$ cat src/rfs_pkg.sv
// Shared types and constants for the radar frame sync and point extractor.
// No dependencies; used by rfs_core and the top level.
`timescale 1ns / 1ps

package rfs_pkg;

    localparam int unsigned MAX_POINTS_DEF = 64;

    localparam logic [63:0] MAGIC_WORD   = 64'h0201_0403_0605_0807;
    localparam logic [31:0] HEAD_LEN     = 32'd40;
    localparam logic [15:0] MAX_LEN_RST  = 16'd4096;
    localparam logic [31:0] PT_TYPE_RST  = 32'd1;

    // Configuration register indexes.
    localparam logic REG_MAX_FRAME_LEN  = 1'b0;
    localparam logic REG_POINT_TLV_TYPE = 1'b1;

    // Result kinds.
    localparam logic KIND_POINT   = 1'b0;
    localparam logic KIND_SUMMARY = 1'b1;

    typedef struct packed {
        logic        kind;
        logic [31:0] x_bits;
        logic [31:0] y_bits;
        logic [31:0] z_bits;
        logic [31:0] speed_bits;
        logic [31:0] object_count;
        logic [31:0] tlv_count;
        logic [6:0]  point_count;
        logic        last;
    } res_t;

    // Results produced by one accepted byte: a point, a summary, or both.
    typedef struct packed {
        logic [1:0] num;
        res_t       r0;
        res_t       r1;
    } core_out_t;

endpackage

$ cat src/rfs_core.sv
// Frame sync, header capture and TLV walk; one byte per cycle while take is high.
// Depends on rfs_pkg. Holds the configuration registers and all parser state.
`timescale 1ns / 1ps

module rfs_core
    import rfs_pkg::*;
#(
    parameter int unsigned MAX_POINTS_PER_FRAME = MAX_POINTS_DEF
)
(
    input  logic            clk,
    input  logic            rst_n,
    input  logic            cfg_we,
    input  logic            cfg_addr,
    input  logic [31:0]     cfg_wdata,
    input  logic            take,
    input  logic [7:0]      data_byte,
    output core_out_t       co
);

    localparam int unsigned PE_W = $clog2(MAX_POINTS_PER_FRAME + 1);

    typedef enum logic [1:0] {
        PH_SYNC = 2'd0,
        PH_HDR  = 2'd1,
        PH_PAY  = 2'd2
    } phase_t;

    logic [15:0] max_len_reg;
    logic [31:0] pt_type_reg;

    phase_t      phase_reg, phase_next;
    logic [63:0] window_reg, window_next;
    logic [4:0]  hbs_reg, hbs_next;
    logic [31:0] hdr_len_reg, hdr_len_next;
    logic [31:0] obj_reg, obj_next;
    logic [31:0] tlvc_reg, tlvc_next;
    logic [15:0] frame_len_reg, frame_len_next;
    logic [15:0] pbs_reg, pbs_next;
    logic [31:0] started_reg, started_next;
    logic [63:0] head_reg, head_next;
    logic [2:0]  hc_reg, hc_next;
    logic [31:0] left_reg, left_next;
    logic        in_pt_reg, in_pt_next;
    logic [31:0] pw_reg [4];
    logic [31:0] pw_next [4];
    logic [3:0]  pbi_reg, pbi_next;
    logic [PE_W-1:0] pe_reg, pe_next;
    logic        stop_reg, stop_next;

    function automatic res_t mk_summary(logic [31:0] objs, logic [31:0] tlvs,
                                        logic [PE_W-1:0] npts);
        res_t        r;
        logic [31:0] n32;
        n32 = 32'(npts);
        r = '0;
        r.kind         = KIND_SUMMARY;
        r.object_count = objs;
        r.tlv_count    = tlvs;
        r.point_count  = n32[6:0];
        return r;
    endfunction

    always_comb
    begin
        logic [31:0] total;
        logic [15:0] need;
        logic [15:0] pbs_new;
        logic [31:0] remaining;
        logic        emit_pt;
        logic        emit_sum;
        res_t        pt_res;
        res_t        sum_res;

        phase_next     = phase_reg;
        window_next    = window_reg;
        hbs_next       = hbs_reg;
        hdr_len_next   = hdr_len_reg;
        obj_next       = obj_reg;
        tlvc_next      = tlvc_reg;
        frame_len_next = frame_len_reg;
        pbs_next       = pbs_reg;
        started_next   = started_reg;
        head_next      = head_reg;
        hc_next        = hc_reg;
        left_next      = left_reg;
        in_pt_next     = in_pt_reg;
        pw_next        = pw_reg;
        pbi_next       = pbi_reg;
        pe_next        = pe_reg;
        stop_next      = stop_reg;
        total     = '0;
        need      = '0;
        pbs_new   = '0;
        remaining = '0;
        emit_pt   = 1'b0;
        emit_sum  = 1'b0;
        pt_res    = '0;
        sum_res   = '0;
        co        = '0;

        unique case (phase_reg)
            PH_HDR:
            begin
                unique case (hbs_reg[4:2])
                    3'd1:    hdr_len_next[{hbs_reg[1:0], 3'b000} +: 8] = data_byte;
                    3'd5:    obj_next[{hbs_reg[1:0], 3'b000} +: 8]     = data_byte;
                    3'd6:    tlvc_next[{hbs_reg[1:0], 3'b000} +: 8]    = data_byte;
                    default: ;
                endcase
                hbs_next = hbs_reg + 5'd1;
                if (hbs_reg == 5'd31)
                begin
                    total = hdr_len_reg;
                    if (total < HEAD_LEN || total > {16'd0, max_len_reg})
                    begin
                        phase_next = PH_SYNC;
                    end
                    else
                    begin
                        frame_len_next = total[15:0];
                        pbs_next     = '0;
                        started_next = '0;
                        head_next    = '0;
                        hc_next      = '0;
                        left_next    = '0;
                        in_pt_next   = 1'b0;
                        pbi_next     = '0;
                        pe_next      = '0;
                        stop_next    = 1'b0;
                        if (total == HEAD_LEN)
                        begin
                            emit_sum   = 1'b1;
                            phase_next = PH_SYNC;
                        end
                        else
                        begin
                            phase_next = PH_PAY;
                        end
                    end
                end
            end
            PH_PAY:
            begin
                need      = frame_len_reg - HEAD_LEN[15:0];
                pbs_new   = pbs_reg + 16'd1;
                pbs_next  = pbs_new;
                remaining = (need >= pbs_new) ? 32'(need - pbs_new) : 32'd0;
                if (!stop_reg)
                begin
                    if (left_reg != 32'd0)
                    begin
                        left_next = left_reg - 32'd1;
                        if (in_pt_reg)
                        begin
                            pw_next[pbi_reg[3:2]][{pbi_reg[1:0], 3'b000} +: 8] = data_byte;
                            pbi_next = pbi_reg + 4'd1;
                            if (pbi_reg == 4'd15 &&
                                pe_reg < PE_W'(MAX_POINTS_PER_FRAME))
                            begin
                                emit_pt = 1'b1;
                                pe_next = pe_reg + PE_W'(1);
                            end
                        end
                        if (left_reg == 32'd1)
                        begin
                            in_pt_next = 1'b0;
                            pbi_next   = '0;
                        end
                    end
                    else if (hc_reg == 3'd0 && started_reg >= tlvc_reg)
                    begin
                        // Declared TLV count reached: the rest is only counted.
                        stop_next = 1'b1;
                    end
                    else
                    begin
                        if (hc_reg == 3'd0)
                        begin
                            started_next = started_reg + 32'd1;
                            head_next    = '0;
                        end
                        head_next[{hc_reg, 3'b000} +: 8] = data_byte;
                        hc_next = hc_reg + 3'd1;
                        if (hc_reg == 3'd7)
                        begin
                            if (head_next[63:32] > remaining)
                            begin
                                stop_next = 1'b1;
                            end
                            else
                            begin
                                left_next  = head_next[63:32];
                                in_pt_next = (head_next[31:0] == pt_type_reg) &&
                                             (head_next[63:32] != 32'd0);
                                pbi_next   = '0;
                            end
                        end
                    end
                end
                if (pbs_new >= need)
                begin
                    emit_sum   = 1'b1;
                    phase_next = PH_SYNC;
                end
            end
            default:
            begin
                phase_next  = PH_SYNC;
                window_next = {window_reg[55:0], data_byte};
                if (window_next == MAGIC_WORD)
                begin
                    hbs_next   = '0;
                    phase_next = PH_HDR;
                end
            end
        endcase

        pt_res            = '0;
        pt_res.kind       = KIND_POINT;
        pt_res.x_bits     = pw_next[0];
        pt_res.y_bits     = pw_next[1];
        pt_res.z_bits     = pw_next[2];
        pt_res.speed_bits = pw_next[3];
        sum_res = mk_summary(obj_next, tlvc_next, pe_next);

        if (emit_pt)
        begin
            co.r0 = pt_res;
            if (emit_sum)
            begin
                co.r1      = sum_res;
                co.r1.last = 1'b1;
                co.num     = 2'd2;
            end
            else
            begin
                co.r0.last = 1'b1;
                co.num     = 2'd1;
            end
        end
        else if (emit_sum)
        begin
            co.r0      = sum_res;
            co.r0.last = 1'b1;
            co.num     = 2'd1;
        end

        if (!take)
        begin
            co.num = 2'd0;
        end
    end

    always_ff @(posedge clk or negedge rst_n)
    begin
        if (!rst_n)
        begin
            max_len_reg   <= MAX_LEN_RST;
            pt_type_reg   <= PT_TYPE_RST;
            phase_reg     <= PH_SYNC;
            window_reg    <= '0;
            hbs_reg       <= '0;
            frame_len_reg <= '0;
            pbs_reg       <= '0;
            started_reg   <= '0;
            head_reg      <= '0;
            hc_reg        <= '0;
            left_reg      <= '0;
            in_pt_reg     <= 1'b0;
            pbi_reg       <= '0;
            pe_reg        <= '0;
            stop_reg      <= 1'b0;
        end
        else
        begin
            if (cfg_we)
            begin
                unique case (cfg_addr)
                    REG_MAX_FRAME_LEN:  max_len_reg <= cfg_wdata[15:0];
                    REG_POINT_TLV_TYPE: pt_type_reg <= cfg_wdata;
                    default: ;
                endcase
            end
            if (take)
            begin
                phase_reg     <= phase_next;
                window_reg    <= window_next;
                hbs_reg       <= hbs_next;
                frame_len_reg <= frame_len_next;
                pbs_reg       <= pbs_next;
                started_reg   <= started_next;
                head_reg      <= head_next;
                hc_reg        <= hc_next;
                left_reg      <= left_next;
                in_pt_reg     <= in_pt_next;
                pbi_reg       <= pbi_next;
                pe_reg        <= pe_next;
                stop_reg      <= stop_next;
            end
        end
    end

    // Header words and point words are payload: always written before read.
    always_ff @(posedge clk)
    begin
        if (take)
        begin
            hdr_len_reg <= hdr_len_next;
            obj_reg     <= obj_next;
            tlvc_reg    <= tlvc_next;
            pw_reg      <= pw_next;
        end
    end

endmodule

$ cat src/radar_frame_sync_tlv_point_extractor.sv
// Top level: byte stream in, point and frame summary beats out.
// Depends on rfs_pkg and rfs_core; holds the three-entry result queue.
//
//   channel   direction  beat contents
//   s_*       in         tdata[7:0] data_byte
//   m_*       out        tdata: x, y, z, speed, object_count, tlv_count, point_count
//                        tuser: kind; tlast: last
//   cfg_*     in         write enable, register index, 32-bit write data
//
// Each accepted byte is parsed in the cycle it is accepted; its results enter
// the queue at that edge and appear on m_* the next cycle if no earlier beat waits.
// With m_tready high, one byte per cycle is sustained while each byte yields at
// most one result; a frame's last payload byte may yield two, drained one per cycle.
// s_tready is high while the queue holds at most one beat, so output stalls
// back up to the input after two beats. Reset returns the parser to syncing.
`timescale 1ns / 1ps

module radar_frame_sync_tlv_point_extractor
    import rfs_pkg::*;
#(
    parameter int unsigned MAX_POINTS_PER_FRAME = MAX_POINTS_DEF
)
(
    input  logic         clk,
    input  logic         rst_n,
    input  logic         cfg_we,
    input  logic         cfg_addr,
    input  logic [31:0]  cfg_wdata,
    input  logic         s_tvalid,
    output logic         s_tready,
    input  logic [7:0]   s_tdata,     // [7:0] data_byte
    output logic         m_tvalid,
    input  logic         m_tready,
    // [31:0] x_bits, [63:32] y_bits, [95:64] z_bits, [127:96] speed_bits,
    // [159:128] object_count, [191:160] tlv_count, [198:192] point_count,
    // [199] zero
    output logic [199:0] m_tdata,
    output logic [0:0]   m_tuser,     // [0] kind
    output logic         m_tlast
);

    core_out_t  co;
    logic       take;
    logic       pop;
    logic [1:0] base;
    logic [1:0] cnt_reg, cnt_next;
    res_t       q_reg [3];
    res_t       q_next [3];

    assign take = s_tvalid && s_tready;

    rfs_core #(
        .MAX_POINTS_PER_FRAME(MAX_POINTS_PER_FRAME)
    ) u_core (
        .clk       (clk),
        .rst_n     (rst_n),
        .cfg_we    (cfg_we),
        .cfg_addr  (cfg_addr),
        .cfg_wdata (cfg_wdata),
        .take      (take),
        .data_byte (s_tdata),
        .co        (co)
    );

    assign s_tready = (cnt_reg <= 2'd1);
    assign m_tvalid = (cnt_reg != 2'd0);
    assign pop      = m_tvalid && m_tready;
    assign base     = cnt_reg - {1'b0, pop};

    always_comb
    begin
        q_next = q_reg;
        if (pop)
        begin
            q_next[0] = q_reg[1];
            q_next[1] = q_reg[2];
        end
        for (int i = 0; i < 3; i++)
        begin
            if (co.num != 2'd0 && 2'(i) == base)
            begin
                q_next[i] = co.r0;
            end
            if (co.num == 2'd2 && 2'(i) == base + 2'd1)
            begin
                q_next[i] = co.r1;
            end
        end
        cnt_next = base + co.num;
    end

    always_ff @(posedge clk or negedge rst_n)
    begin
        if (!rst_n)
        begin
            cnt_reg <= '0;
        end
        else
        begin
            cnt_reg <= cnt_next;
        end
    end

    always_ff @(posedge clk)
    begin
        q_reg <= q_next;
    end

    assign m_tdata = {1'b0, q_reg[0].point_count, q_reg[0].tlv_count,
                      q_reg[0].object_count, q_reg[0].speed_bits, q_reg[0].z_bits,
                      q_reg[0].y_bits, q_reg[0].x_bits};
    assign m_tuser = q_reg[0].kind;
    assign m_tlast = q_reg[0].last;

endmodule
$ cat config.mk
export PLATFORM = sky130hd
export DESIGN_NAME = radar_frame_sync_tlv_point_extractor
export DESIGN_NICKNAME = d
export VERILOG_FILES = /design/src/rfs_pkg.sv /design/src/rfs_core.sv /design/src/radar_frame_sync_tlv_point_extractor.sv
export SDC_FILE = /design/constraint.sdc
export NUM_CORES = 2
export LEC_CHECK = 0
export BUFFER_PORTS_ARGS = -buffer_cell sky130_fd_sc_hd__buf_2
export CAP_MARGIN = 40
export CORE_MARGIN = 2
export CORE_UTILIZATION = 55
export CTS_CLUSTER_DIAMETER = 150
export DETAILED_ROUTE_END_ITERATION = 10
export PLACE_DENSITY = 0.82
export SLEW_MARGIN = 5
export SYNTH_ARGS = -nofsm -noshare
export SYNTH_HDL_FRONTEND = slang
export SYNTH_SLANG_ARGS = --single-unit
$ cat constraint.sdc
create_clock -name clk -period 16.6 [get_ports clk]
set_clock_uncertainty 0.05 [all_clocks]
set_input_delay 3.32 -clock clk [delete_from_list [all_inputs] [get_ports clk]]
set_output_delay 3.32 -clock clk [all_outputs]
set_load 0.01 [all_outputs]
After elaboration in Yosys (flattened, before gate mapping)
Index checks and enable logic that the tools add are counted.

storage, ports and cells
  register bits after elaboration = 1116
  bits in read-only memories = 0
  bits in latches = 0
  bits of input ports = 46
  RAM bits = 0
  memories = 0

operators by class
  div/mod/pow operators = 0
  $mul = 0
  equal/unequal tests = 29
  bitwise gates (word level) = 5
  multiplexer cells = 113
  reductions and logical operators = 39
  $lt $le $gt $ge = 10
  shift operators = 6
  add/sub/neg operators = 15

operators with widths
  operator                                               count
  two-way mux 201 bit                                    8
  two-way mux 64 bit                                     10
  two-way mux 32 bit                                     17
  two-way mux 128 bit                                    4
  two-way mux 402 bit                                    1
  two-way mux 203 bit                                    1
  two-way mux 202 bit                                    1
  bitwise mux 128 bit                                    1
  one-hot mux 32 bit (2 select lines)                    2
  one-hot mux 64 bit (2 select lines)                    1
  bitwise mux 32 bit                                     3
  bitwise mux 64 bit                                     1
  demux 32 bit (select 2 bit)                            1
  equality test 64 x 58 -> 1 bit, second input constant  1
  nonzero test 32 bit                                    2
  variable shift 8 x 7 -> 32 bit, first input constant   2
  variable shift 8 x 8 -> 64 bit, first input constant   1
  variable part select 8 x 7 -> 32 bit                   2
  variable part select 8 x 8 -> 64 bit                   1
  two-way mux 7 bit                                      6
  two-way mux 4 bit                                      9
  adder 32 x 1 -> 32 bit, second input constant          1
  equality test 32 x 1 -> 1 bit, second input constant   1
  equality test 32 bit                                   1
  64 further kinds                                       139

Longest topological paths before layout
  word-level depth = 16
  depth in mapped cells = 26
  mapped depth without buffers = 24

Hierarchy
Synthesis repeated with hierarchy kept, for this count alone.

second synthesis, totals
  cell total of the unflattened synthesis = 6238
  area total of the unflattened synthesis = 65128.7 um^2

modules (own cells, without submodules)
  module                                instances  cells an instance  area each (um^2)
  radar_frame_sync_tlv_point_extractor  1          3021               34229.1
  rfs_core                              1          3217               30899.6

Least setup slack after synthesis
Ideal clock, no wire load.

  path type = input port to flip-flop
  from = in s_tvalid
  to = reg q_reg[201] (netlist name), enable pin
  cell stages on the path = 8
  setup time = 1.595 ns
  slack = 1.814 ns
  arrival time = 13.142 ns
  path buffers = 3
  cell sequence = nand2_1 clkinv_1 and4_1 clkbuf_1 a31oi_1 clkbuf_1 clkbuf_1 nand2_1

between the ends
  cells in the longest elaborated chain, start to end = 5
  elaborated cells on any way between the ends = 7
  those cells by class = 1 x eq/ne; 1 x mux; 5 x reduce/logical

RTL lines
  item                                                       line                                                                                    source
  start: declaration                                         radar_frame_sync_tlv_point_extractor.sv:29                                              input logic s_tvalid,
  logical AND 1 bit (*)                                      radar_frame_sync_tlv_point_extractor.sv:50                                              assign take = s_tvalid && s_tready;
  net take                                                   radar_frame_sync_tlv_point_extractor.sv:43                                              logic take;
  two-way mux 2 bit (*)                                      rfs_core.sv:249                                                                         if (!take)
  equality test 2 bit or nonzero test 2 bit (tied branches)  radar_frame_sync_tlv_point_extractor.sv:84, radar_frame_sync_tlv_point_extractor.sv:80
  logical AND 1 bit (on tied branches)                       radar_frame_sync_tlv_point_extractor.sv:84, radar_frame_sync_tlv_point_extractor.sv:80
  nonzero test 3 bit (no line) (*)                           -
  end signal: assignment                                     radar_frame_sync_tlv_point_extractor.sv:106                                             q_reg <= q_next;
  end: declaration                                           radar_frame_sync_tlv_point_extractor.sv:47                                              res_t q_reg [3];

The timed path passes the listed nets; every way through them passes the cells marked *.
A chain may end at the register's enable or synchronous reset.

Worst setup path in the final report
  from = reg u_core.frame_len_reg[3]
  to = reg q_reg, in the netlist m_tdata[80] (data pin)

between the ends
  cells in the longest elaborated chain, start to end = 11
  elaborated cells on any way between the ends = 14
  those cells by class = 1 x add/sub; 1 x order compare; 1 x eq/ne; 8 x mux; 3 x reduce/logical

RTL lines
  item                                                      line                                        source
  start: declaration                                        rfs_core.sv:38                              logic [15:0] frame_len_reg, frame_len_next;
  start signal: assignment                                  rfs_core.sv:290                             frame_len_reg <= frame_len_next;
  subtractor 16 x 6 -> 16 bit (*)                           rfs_core.sv:145                             need = frame_len_reg - HEAD_LEN[15:0];
  greater-or-equal comparator 16 bit (*)                    rfs_core.sv:201                             if (pbs_new >= need)
  two-way mux 1 bit (*)                                     rfs_core.sv:201
  one-hot mux 1 bit (2 select lines) (*)                    rfs_core.sv:102                             unique case (phase_reg)
  two-way mux 202 bit or two-way mux 2 bit (tied branches)  rfs_core.sv:242, rfs_core.sv:230
  two-way mux 203 bit (*)                                   rfs_core.sv:227                             if (emit_pt)
  two-way mux 2 bit (*)                                     rfs_core.sv:249
  nonzero test 2 bit                                        radar_frame_sync_tlv_point_extractor.sv:80  if (co.num != 2'd0 && 2'(i) == base)
  logical AND 1 bit                                         radar_frame_sync_tlv_point_extractor.sv:80
  two-way mux 201 bit                                       radar_frame_sync_tlv_point_extractor.sv:80
  two-way mux 201 bit (*)                                   radar_frame_sync_tlv_point_extractor.sv:84  if (co.num == 2'd2 && 2'(i) == base + 2'd1)

Mark *: on every way between the ends. The rest lies on a longest branch, timed or not.

==> run_results.csv <==
group,metric,value,unit
global_routing,grt_overflow,0,
global_routing,grt_max_degree,162,
sta,period_share,0.437,
detailed_routing,routedWlPerCell,22.7,µm
logic_synthesis,synth_top_area_frac,0.470,
logic_synthesis,synth_seq_cells,1116,
sta,fin_crit,7.26,ns
die,start_util,0.556,
critical_path,critical_path_depth,21,
run,drv_cap,0,
sta,setup_viol,0,
die,ioPinCount,250,
cells_and_area,layout.cells.most_common_list,"edfxtp_1 (827), nand2_1 (584), nor2_1 (451)",
die,die_w,314,µm
detailed_routing,vias,37235,
clocking,htreeDepth,3,
detailed_routing,drt_iter0_markers,4925,
sta,worst_slew_pin_slew,1.10,ns
die,die_h,314,µm
cells_and_area,largest_reg_flops,402,
die,die_area,98500,µm²
clocking,cts_root_buf,"clkbuf_16",
detailed_routing,wl,138,mm
critical_path,cp_data_required_time,17.01,ns
critical_path,endpoint_kind,"register",
clocking,cts_tree,"yes",
critical_path,r2r-start,"u_core.frame_len_reg[3]$_DFFE_PN0P_",
pwr,total_power,6.34,mW
cells_and_area,areaGrowthSynthToFinish,10.4,%
logic_synthesis,syn_area,52800,µm²
global_routing,grt_pass1_wl,209,mm
critical_path,worstPathMaxFanout,59,
sta,final.setup.tns,0,ns
place,port_buffers,248,
pwr,p_comb_frac,0.073,
cells_and_area,nets,4898,
place,hpwl,89.2,mm
detailed_routing,drt_drc_violations_left,0,
clocking,cts_sinks,1116,
pwr,power_density,109,nW/µm²
cells_and_area,mostFrequentLayoutCell,"edfxtp_1",
place,dp.cells,5879,
logic_synthesis,synth_top_area_cell,"edfxtp_1",
detailed_routing,postRouteAntennaNets,0,
die,core,95000,µm²
logic_synthesis,synthTopCellsByArea,"edfxtp_1 (47%), dfrtp_1 (14%), nand2_1 (4.2%), o21ai_0 (4.1%), nor2_1 (3.2%)",
critical_path,startpoint_type,"register",
sta,fmax,0.138,GHz
critical_path,crit_start,"u_core.frame_len_reg[3]$_DFFE_PN0P_",
sta,slew_violations,0,
global_routing,grt_antenna_before_repair,5,
critical_path,slowest_stage,"or3_2",
critical_path,cp_common_cell,"ha_1",
logic_synthesis,ys_warn_count,0,
global_routing,grt_pass1_vias,36025,
cells_and_area,layout-drive-gt1-share,0.150,
place,place_congestion,0.965,
critical_path,cpPeakStageDelay,0.64,ns
clocking,cts_made_buffers,109,
sta,slew_headroom,0.266,
sta,grt_setup_unrepaired,"false",
clocking,clkTransAtPathRegs,0.07,ns
logic_synthesis,netlist-cell-type-count,82,
critical_path,crit_chain,"inv_1 -> ha_1 -> inv_1 -> a2111o_1 -> or2_2 -> nor4_1 -> xor2_1 -> ha_1 -> nand4_1 -> nor2_1 -> nand3_1 -> a31o_2 -> a311oi_1 -> a41o_1 -> ha_1 -> nand2b_1 -> nand3_1 -> or3_2 -> buf_4 -> buf_16 -> o21ai_0",
clocking,cts_hold_buf,0,
run_status,outcome,"finished clean",
logic_synthesis,synth_flop_cell,"edfxtp_1",
cells_and_area,final_cells,6088,
clocking,clock_path_buffers,3,
clocking,postCtsSetupBuffers,0,
pwr,power.internal,4.85,mW
detailed_routing,vias_per_cell,6.12,
pwr,ir_worst_vdd,0.123,mV
logic_synthesis,avgSynthCellArea,11.2,µm²
pwr,switchingPower,1.49,mW
detailed_routing,first_pass_iters,6,
pwr,p_seq_frac,0.511,
logic_synthesis,syn_inst,4709,
min_path,min_path_type,"reg -> reg",
logic_synthesis,synth_edf_count,827,
critical_path,reg2reg_depth,21,
global_routing,track_usage,0.273,
clocking,cts.repair.resized,0,
critical_path,critPathBufInv,4,
pwr,p_clk_frac,0.416,
sta,finalHoldViolCount,0,
pwr,netSwitchingFraction,0.235,
logic_synthesis,async_flop_share,0.259,
die,rows,113,
clocking,clk_latency,0.76,ns
critical_path,crit_type,"reg -> reg",
critical_path,critPathTopFamily,"simple AND/OR/NAND/NOR gates",
pwr,p_leak,21.7,nW
logic_synthesis,syn-num-nets,4881,
critical_path,r2r-end,"m_tdata[80]$_SDFFCE_PP0P_",
critical_path,cp-endpoint,"m_tdata[80]$_SDFFCE_PP0P_",
critical_path,reg2reg_slack,9.34,ns
logic_synthesis,yosysSeqAreaShare,0.607,
critical_path,crit_arrival,7.67,ns
Yosys cell counts (all sizes together) (12+ instances only):
library cell and instances:
a21o 24, a21oi 153, a22o 39, a22oi 99
a31oi 12, a32o 22, and2 25, and3 13
buf 247, clkbuf 199, dfrtp 287, edfxtp 827
ha 125, inv 296, mux2 138, mux2i 109
nand2 590, nand2b 13, nand3 81, nand4 38
nor2 458, nor2b 49, nor3 55, nor4 74
o21ai 476, o31ai 18, xnor2 40, xor2 53
power by group through the flow:
stage | registers [mW] | logic (mW) | clock network (mW)
floorplan | 3.35 | 0.293 | 0
global placement | 3.29 | 0.426 | 0
detailed placement | 3.30 | 0.463 | 0
CTS | 3.24 | 0.465 | 2.66
global route | 3.25 | 0.499 | 2.76
finish | 3.24 | 0.464 | 2.64
worst min-delay path, stage by stage, from the launching register on:
cell	delay, ns
edfxtp_1	0.32
nand2_1	0.04
o21ai_0	0.06
layer usage:
| metal | wire, µm | up-vias | track usage |
|---|---|---|---|
| met5 | 34 | - | 0 |
| met4 | 6130 | 6 | 0.124 |
| met3 | 13900 | 344 | 0.0554 |
| met2 | 64600 | 2077 | 0.432 |
| met1 | 53200 | 18310 | 0.367 |
| li1 | - | 16498 | - |
worst min path at each step:
stage / start / to / cells past startpoint
floorplan: u_core.head_reg[33]$_DFFE_PN0P_ / u_core.head_reg[33]$_DFFE_PN0P_ / 2
global placement: u_core.head_reg[52]$_DFFE_PN0P_ / u_core.head_reg[52]$_DFFE_PN0P_ / 2
detailed placement: u_core.head_reg[36]$_DFFE_PN0P_ / u_core.head_reg[36]$_DFFE_PN0P_ / 2
CTS: q_reg[45]$_DFFE_PP_ / q_reg[246]$_DFFE_PP_ / 2
global route: q_reg[45]$_DFFE_PP_ / q_reg[246]$_DFFE_PP_ / 2
finish: q_reg[45]$_DFFE_PP_ / q_reg[246]$_DFFE_PP_ / 2
layout make-up:
class	count	area (µm²)
diodes	2	5.00
well taps	1265	1580
repair buffers	352	2350
multi-input cells	2845	17300
inverters	302	1140
fillers	6953	36700
clock buffers	152	3090
clock inverters	54	786
flip-flops and latches	1116	32100
cell families (layout without fill, tap and decap cells):
logic type,count (synthesis),count (layout),share of synthesized area
mux,247,247,0.0501
compound gates,912,912,0.103
other cells,1,3,0.0000710
flops,1116,1116,0.607
simple gates,1466,1466,0.125
fa+ha+maj,126,126,0.0300
xor+xnor,93,93,0.0154
buf+inv,748,860,0.0686
stage by stage:
| step | area [µm²] | util | hold WS, ns | setup slack [ns] |
|---|---|---|---|---|
| finish | 58300 | 0.614 | 0.418 | 9.34 |
| global route | 58300 | 0.614 | 0.443 | 9.11 |
| CTS | 58300 | 0.614 | 0.418 | 9.52 |
| detailed placement | 54400 | 0.573 | 0.408 | 9.28 |
| global placement | 53800 | 0.566 | 0.400 | 9.33 |
| floorplan | 52800 | - | 0.390 | 1.81 |
Power figures use the tool's default switching activity.
